==> src/rtl/core/rwlc_pkg.sv <==
// shared widths, region codes and candidate types for the window line clipper
package rwlc_pkg;

  localparam int CW = 16;
  localparam int DW = CW + 1;
  localparam int PW = 2 * DW;
  localparam int NUMW = 2 * CW + 2;
  localparam int DENW = CW + 1;
  localparam int DIV_STAGES = NUMW;
  localparam int SW = NUMW + 2;

  localparam logic [CW-1:0] WIN_LEFT_RST   = CW'(410);
  localparam logic [CW-1:0] WIN_BOTTOM_RST = CW'(819);
  localparam logic [CW-1:0] WIN_RIGHT_RST  = CW'(2048);
  localparam logic [CW-1:0] WIN_TOP_RST    = CW'(2048);

  localparam logic [1:0] CFG_LEFT   = 2'd0;
  localparam logic [1:0] CFG_BOTTOM = 2'd1;
  localparam logic [1:0] CFG_RIGHT  = 2'd2;
  localparam logic [1:0] CFG_TOP    = 2'd3;

  localparam logic [3:0] RGN_INSIDE = 4'd0;
  localparam logic [3:0] RGN_UP     = 4'd1;
  localparam logic [3:0] RGN_DOWN   = 4'd2;
  localparam logic [3:0] RGN_LEFT   = 4'd3;
  localparam logic [3:0] RGN_RIGHT  = 4'd4;
  localparam logic [3:0] RGN_UL     = 4'd5;
  localparam logic [3:0] RGN_UR     = 4'd6;
  localparam logic [3:0] RGN_DL     = 4'd7;
  localparam logic [3:0] RGN_DR     = 4'd8;

  // one edge-intersection candidate travelling beside its division
  typedef struct packed {
    logic                 live;
    logic                 neg;
    logic signed [CW-1:0] base;
    logic signed [CW-1:0] edge_pos;
  } cand_t;

endpackage

==> src/rtl/core/rwlc_div.sv <==
// pipelined restoring divider, one quotient bit per stage
module rwlc_div (
  input  logic                          clk,
  input  logic                          en,
  input  logic [rwlc_pkg::NUMW-1:0]     num_i,
  input  logic [rwlc_pkg::DENW-1:0]     den_i,
  input  rwlc_pkg::cand_t               cand_i,
  output logic [rwlc_pkg::NUMW-1:0]     quo_o,
  output rwlc_pkg::cand_t               cand_o
);

  logic [rwlc_pkg::DENW-1:0] rem_r [rwlc_pkg::DIV_STAGES];
  logic [rwlc_pkg::NUMW-1:0] nq_r  [rwlc_pkg::DIV_STAGES];
  logic [rwlc_pkg::DENW-1:0] den_r [rwlc_pkg::DIV_STAGES];
  rwlc_pkg::cand_t           cand_r[rwlc_pkg::DIV_STAGES];

  logic [rwlc_pkg::DENW-1:0] rem_nxt [rwlc_pkg::DIV_STAGES];
  logic [rwlc_pkg::NUMW-1:0] nq_nxt  [rwlc_pkg::DIV_STAGES];
  logic [rwlc_pkg::DENW-1:0] src_rem [rwlc_pkg::DIV_STAGES];
  logic [rwlc_pkg::NUMW-1:0] src_nq  [rwlc_pkg::DIV_STAGES];
  logic [rwlc_pkg::DENW-1:0] src_den [rwlc_pkg::DIV_STAGES];
  rwlc_pkg::cand_t           src_cand[rwlc_pkg::DIV_STAGES];
  logic [rwlc_pkg::DENW:0]   trial   [rwlc_pkg::DIV_STAGES];

  for (genvar s = 0; s < rwlc_pkg::DIV_STAGES; s++) begin : g_stage
    if (s == 0) begin : g_first
      assign src_rem[s]  = '0;
      assign src_nq[s]   = num_i;
      assign src_den[s]  = den_i;
      assign src_cand[s] = cand_i;
    end else begin : g_next
      assign src_rem[s]  = rem_r[s-1];
      assign src_nq[s]   = nq_r[s-1];
      assign src_den[s]  = den_r[s-1];
      assign src_cand[s] = cand_r[s-1];
    end

    always_comb begin
      trial[s] = {src_rem[s], src_nq[s][rwlc_pkg::NUMW-1]};
      if (trial[s] >= {1'b0, src_den[s]}) begin
        rem_nxt[s] = rwlc_pkg::DENW'(trial[s] - {1'b0, src_den[s]});
        nq_nxt[s]  = {src_nq[s][rwlc_pkg::NUMW-2:0], 1'b1};
      end else begin
        rem_nxt[s] = rwlc_pkg::DENW'(trial[s]);
        nq_nxt[s]  = {src_nq[s][rwlc_pkg::NUMW-2:0], 1'b0};
      end
    end

    always_ff @(posedge clk) begin
      if (en) begin
        rem_r[s]  <= rem_nxt[s];
        nq_r[s]   <= nq_nxt[s];
        den_r[s]  <= src_den[s];
        cand_r[s] <= src_cand[s];
      end
    end
  end

  assign quo_o  = nq_r[rwlc_pkg::DIV_STAGES-1];
  assign cand_o = cand_r[rwlc_pkg::DIV_STAGES-1];

endmodule

==> config.mk <==
export PLATFORM = sky130hd
export DESIGN_NAME = rwlc_div
export DESIGN_NICKNAME = d
export VERILOG_FILES = /design/src/rtl/core/rwlc_pkg.sv /design/src/rtl/core/rwlc_div.sv
export SDC_FILE = /design/constraint.sdc
export NUM_CORES = 2
export LEC_CHECK = 0
export BUFFER_PORTS_ARGS = -buffer_cell sky130_fd_sc_hd__buf_2
export CORE_MARGIN = 2
export CORE_UTILIZATION = 50
export CTS_CLUSTER_SIZE = 40
export DETAILED_ROUTE_END_ITERATION = 6
export PLACE_DENSITY = 0.65
export SETUP_SLACK_MARGIN = 0.3
export SLEW_MARGIN = 20
export SYNTH_ARGS = -nofsm -noshare
export SYNTH_HDL_FRONTEND = slang
export SYNTH_SLANG_ARGS = --single-unit
==> constraint.sdc <==
create_clock -name clk -period 9.6 [get_ports clk]
set_input_delay 0.48 -clock clk [delete_from_list [all_inputs] [get_ports clk]]
set_output_delay 0.48 -clock clk [all_outputs]
set_load 0.005 [all_outputs]
==> Word-level counts from Yosys, hierarchy flattened <==
Memories as Yosys holds them, arrays and structs flattened.
Index checks and enable logic that the tools add are counted.
{ "classes": {"n_addsub": 34, "magnitude_cmp": 34, "mux": 70} }
{ "ops": {"columns": ["op", "n"], "rows": [
  ["$ge 18x17->1", 33],
  ["$mux 17", 34],
  ["$sub 17x17->17", 33],
  ["$mux 1", 36],
  ["$ge 1x17->1", 1],
  ["$sub 1x17->17", 1]
]} }
{ "word_totals": {"regBits": 0, "ramBits": 3468, "in_bits": 87, "out_inout_bits": 68, "wordCells": 142, "mem_count": 4} }
{ "mem_list": {"columns": ["memory", "depth", "word_bits", "rd", "rd_clocked_by_memory_dff", "wr", "line_no", "rtl"], "rows": [
  ["cand_r", 34, 34, 34, 0, 34, "rwlc_div.sv:15", "rwlc_pkg::cand_t cand_r[rwlc_pkg::DIV_STAGES];"],
  ["nq_r", 34, 34, 34, 0, 34, "rwlc_div.sv:13", "logic [rwlc_pkg::NUMW-1:0] nq_r [rwlc_pkg::DIV_STAGES];"],
  ["den_r", 34, 17, 33, 0, 34, "rwlc_div.sv:14", "logic [rwlc_pkg::DENW-1:0] den_r [rwlc_pkg::DIV_STAGES];"],
  ["rem_r", 34, 17, 33, 0, 34, "rwlc_div.sv:12", "logic [rwlc_pkg::DENW-1:0] rem_r [rwlc_pkg::DIV_STAGES];"]
]} }

==> Logic depth before layout (Yosys ltp) <==
An unclocked memory read counts as a cell.
{ "logic_depth": {"depth_word": 3, "mapped_depth": 14, "mapped_depth_nobuf": 13} }

==> Worst setup path before layout <==
Ideal clock, no wire load.
{ "synth_path": {"path_type": "flip-flop to flip-flop", "startpoint": "memory nq_r[2][33] (netlist bit)", "endpoint": "memory rem_r[3][10] (netlist bit), data pin", "setup_ns": 0.260, "arrival_ns": 2.868, "required_ns": 9.340, "slack_ns": 6.472, "stages_incl_launch_ff": 14, "path_buffers": 1, "period_less_slack_ns": 3.128, "cell_sequence": "edfxtp_1 -> inv_1 -> ha_1 -> inv_1 -> fa_1 -> a21oi_2 -> o21ai_1 -> a21oi_2 -> o21ai_1 -> a311oi_1 -> nand2_1 -> a311oi_4 -> buf_8 -> mux2_4"} }
{ "synth_lines": {"columns": ["element", "line_no"], "rows": [
  ["start, declared", "rwlc_div.sv:13"],
  ["end, declared", "rwlc_div.sv:12"]
]} }

==> flow_summary.json <==
{
  "maxCapViolations": 0,
  "rsz0062_at_grt": "no",
  "power_density_nw_per_um2": 302,
  "first_pass_iters": 5,
  "combPwrFrac": 0.268,
  "netSwitchingFraction": 0.294,
  "p_sw_uw": 13700,
  "clk_pin_slew_ps": 50,
  "grt_usage": 0.159,
  "muxShareOfSynthArea": 0.0191,
  "syn_area_um2": 137000,
  "ir_drop_mv": 0.177,
  "vias": 66667,
  "dieHeight_um": 527,
  "clockBufferDepth": 4,
  "wl_per_cell_um": 17.4,
  "endpoint": "rem_r[8][1]",
  "hold_violations": 0,
  "cts_buffers": 356,
  "synth_compound_area_frac": 0.0738,
  "drt_wl_total_um": 223000,
  "cts-root-buf": "clkbuf_16",
  "grt_pass1_wl_um": 357000,
  "synth_fp_nets": 9102,
  "worst_setup_path_start_kind": "flop",
  "htree_num_levels": 5,
  "routed_via_density": 5.21,
  "hpwl_um": 145000,
  "synth_simple_gate_area_frac": 0.0445,
  "clock_latency_ps": 910,
  "cts_resized": 0,
  "period_minus_slack_ps": 3670,
  "synth_top_family_by_area": "compound AO/OA/AOI/OAI gates",
  "async_flop_share": 0,
  "gp_congestion": 0.867,
  "r2r_cells": 12,
  "reg2reg_slack_ps": 5930,
  "pwr-share-clk": 0.290,
  "finalCritPeriodShare": 0.383,
  "portBuffers": 154,
  "drc": 0,
  "yosysWarnings": 0,
  "endpoint_kind": "flop",
  "yosys.area_share.xor_xnor": 0.0272,
  "cts_tree": "yes",
  "fin_nets": 9632,
  "critical_path_peak_fanout": 24,
  "post-place-ws_ps": 5620,
  "slew_violations": 0,
  "worstReg2RegStart": "nq_r[7][33]",
  "setup_slack_ps": 5930,
  "start_util": 0.503,
  "grt_pass1_vias": 66802,
  "setup_tns_ps": 0,
  "setup_viol": 0,
  "ant_nets": 0,
  "critPathArrivalTime_ps": 4290,
  "dr.first_iter.drc_count": 4457,
  "final_layout_size_suffix_gt1_frac": 0.107,
  "synth_fa_ha_area_frac": 0.0563,
  "antenna_found_initial": 3,
  "power.internal_uw": 32900,
  "die_x_um": 527,
  "synth-seq-area-share": 0.755,
  "power_frac_seq": 0.442,
  "synth_edf_count": 3434,
  "cp-startpoint": "nq_r[7][33]",
  "slew_headroom": 0.279,
  "rows": 191,
  "grt_max_degree": 201,
  "clock_sinks": 3434,
  "area_growth_pct": 13.1,
  "fp.coreArea_um2": 271000,
  "p_leak_uw": 0.0573,
  "dp_cells": 12076,
  "finalClockSkew_ps": 48.3,
  "final-instance-count-excl-fill": 12806,
  "synth_seq_cells": 3434,
  "gr-total-overflow": 0,
  "cp_data_required_time_ps": 10220,
  "num_io_pins": 155,
  "synthDistinctLibCells": 91,
  "dieArea_um2": 277000,
  "avgSynthCellArea_um2": 16.2,
  "status": "finished clean",
  "syn_inst": 8420,
  "crit_type": "flop to flop",
  "max_freq_mhz": 272,
  "rr_endpoint": "rem_r[8][1]",
  "synth_flop_cell": "edfxtp_1",
  "worstMarginPinSlew_ps": 1080,
  "hold_class": "primary input to flop"
}
## logic make-up after synthesis
| kind of cell | count (synthesis) |
|---|---|
| buffers and inverters | 844 |
| xor gates and xnor gates | 424 |
| DFF | 3434 |
| muxes | 229 |
| AOI/OAI and AO/OA | 1596 |
| adders and majority gates | 595 |
| and+or+nand+nor | 1298 |
## layout make-up
class	count	area, um^2
diodes	5	12.5
clock inverters	215	2410
clock buffers	424	9250
well taps	3570	4470
fillers	20744	117000
inverters	729	2740
repair buffers	287	2190
multi-input cells	4142	30200
flip-flops and latches	3434	103000
## how the worst min path moves through the flow
stage	start	endpoint	slack (ps)	cells past startpoint
after floorplan	cand_r[9][0]	cand_r[10][0]	400	0
after global placement	cand_r[20][2]	cand_r[21][2]	400	0
after global routing	en	nq_r[1][17]	120	1
after CTS	en	nq_r[3][20]	110	1
after detailed placement	cand_r[9][12]	cand_r[10][12]	400	0
final	en	nq_r[1][17]	110	1
## layout by cell type (no fill, tap or decap), drive strengths merged, types with 208 or more instances in the layout
cell    Yosys  routed
mux2      208     208
o21ai     486     486
edfxtp   3434    3434
nand2     461     461
clkbuf     72     424
ha        563     563
nor2      326     326
xnor2     263     263
a21oi     413     413
inv       728     742
## Yosys cell counts (72+ instances only)
| cell type | n | share of area |
|---|---|---|
| nand2_1 | 461 | 0.013 |
| nand2b_1 | 72 | 0.0033 |
| o21ai_0 | 473 | 0.017 |
| ha_1 | 563 | 0.052 |
| nor3_1 | 74 | 0.0027 |
| xor2_1 | 161 | 0.010 |
| inv_1 | 728 | 0.020 |
| nand4_1 | 96 | 0.0044 |
| nor2_1 | 326 | 0.0090 |
| xnor2_1 | 263 | 0.017 |
| edfxtp_1 | 3434 | 0.76 |
| nor2b_1 | 75 | 0.0034 |
| o21bai_1 | 73 | 0.0040 |
| a21oi_1 | 402 | 0.015 |
| a21o_1 | 195 | 0.011 |
| mux2_2 | 191 | 0.016 |
| o21a_1 | 94 | 0.0052 |
## per-stage QoR
step | hold WS [ps] | power [uW] | util | area [um^2]
floorplan | 400 | 30000 | - | 137000
global placement | 400 | 33000 | 0.523 | 142000
detailed placement | 405 | 33300 | 0.523 | 142000
CTS | 109 | 47100 | 0.569 | 154000
global route | 124 | 49400 | 0.569 | 154000
finish | 111 | 46600 | 0.569 | 154000
## flip-flops by register name (all words and copies together), names as in the netlist
name    cells
cand_r   1156
den_r     561
nq_r     1156
rem_r     561
## metal layers
| metal | up-vias | GRT usage | wire, um |
|---|---|---|---|
| met5 | - | 0 | 0 |
| met4 | 0 | 0.0533 | 6380 |
| met3 | 407 | 0.0233 | 8420 |
| met2 | 1128 | 0.263 | 107000 |
| met1 | 32328 | 0.216 | 101000 |
| li1 | 32804 | - | - |
## power groups by stage
stage | Clock [uW] | Combinational [uW] | Sequential, uW
2_1_floorplan | 0 | 9670 | 20300
4_1_cts | 14000 | 12500 | 20600
3_3_place_gp | 0 | 12100 | 20900
3_5_place_dp | 0 | 12400 | 20900
6_report | 13500 | 12500 | 20600
5_1_grt | 14600 | 14000 | 20800
## what timing repair did
action	CTS	global route
setup buffers	0	0
hold endpoints to repair	85	0
setup endpoints to repair	0	0
hold buffers	85	0
## worst max-delay path, stage by stage, from the launching register on
cell	delay [ps]
edfxtp_1	400
inv_1	80
ha_1	160
inv_1	60
fa_1	440
a211oi_1	360
o21ai_0	150
a21bo_2	230
a21oi_1	350
a21oi_1	150
o21ai_2	350
buf_4	320
mux2_2	360
Power figures use the tool's default switching activity.
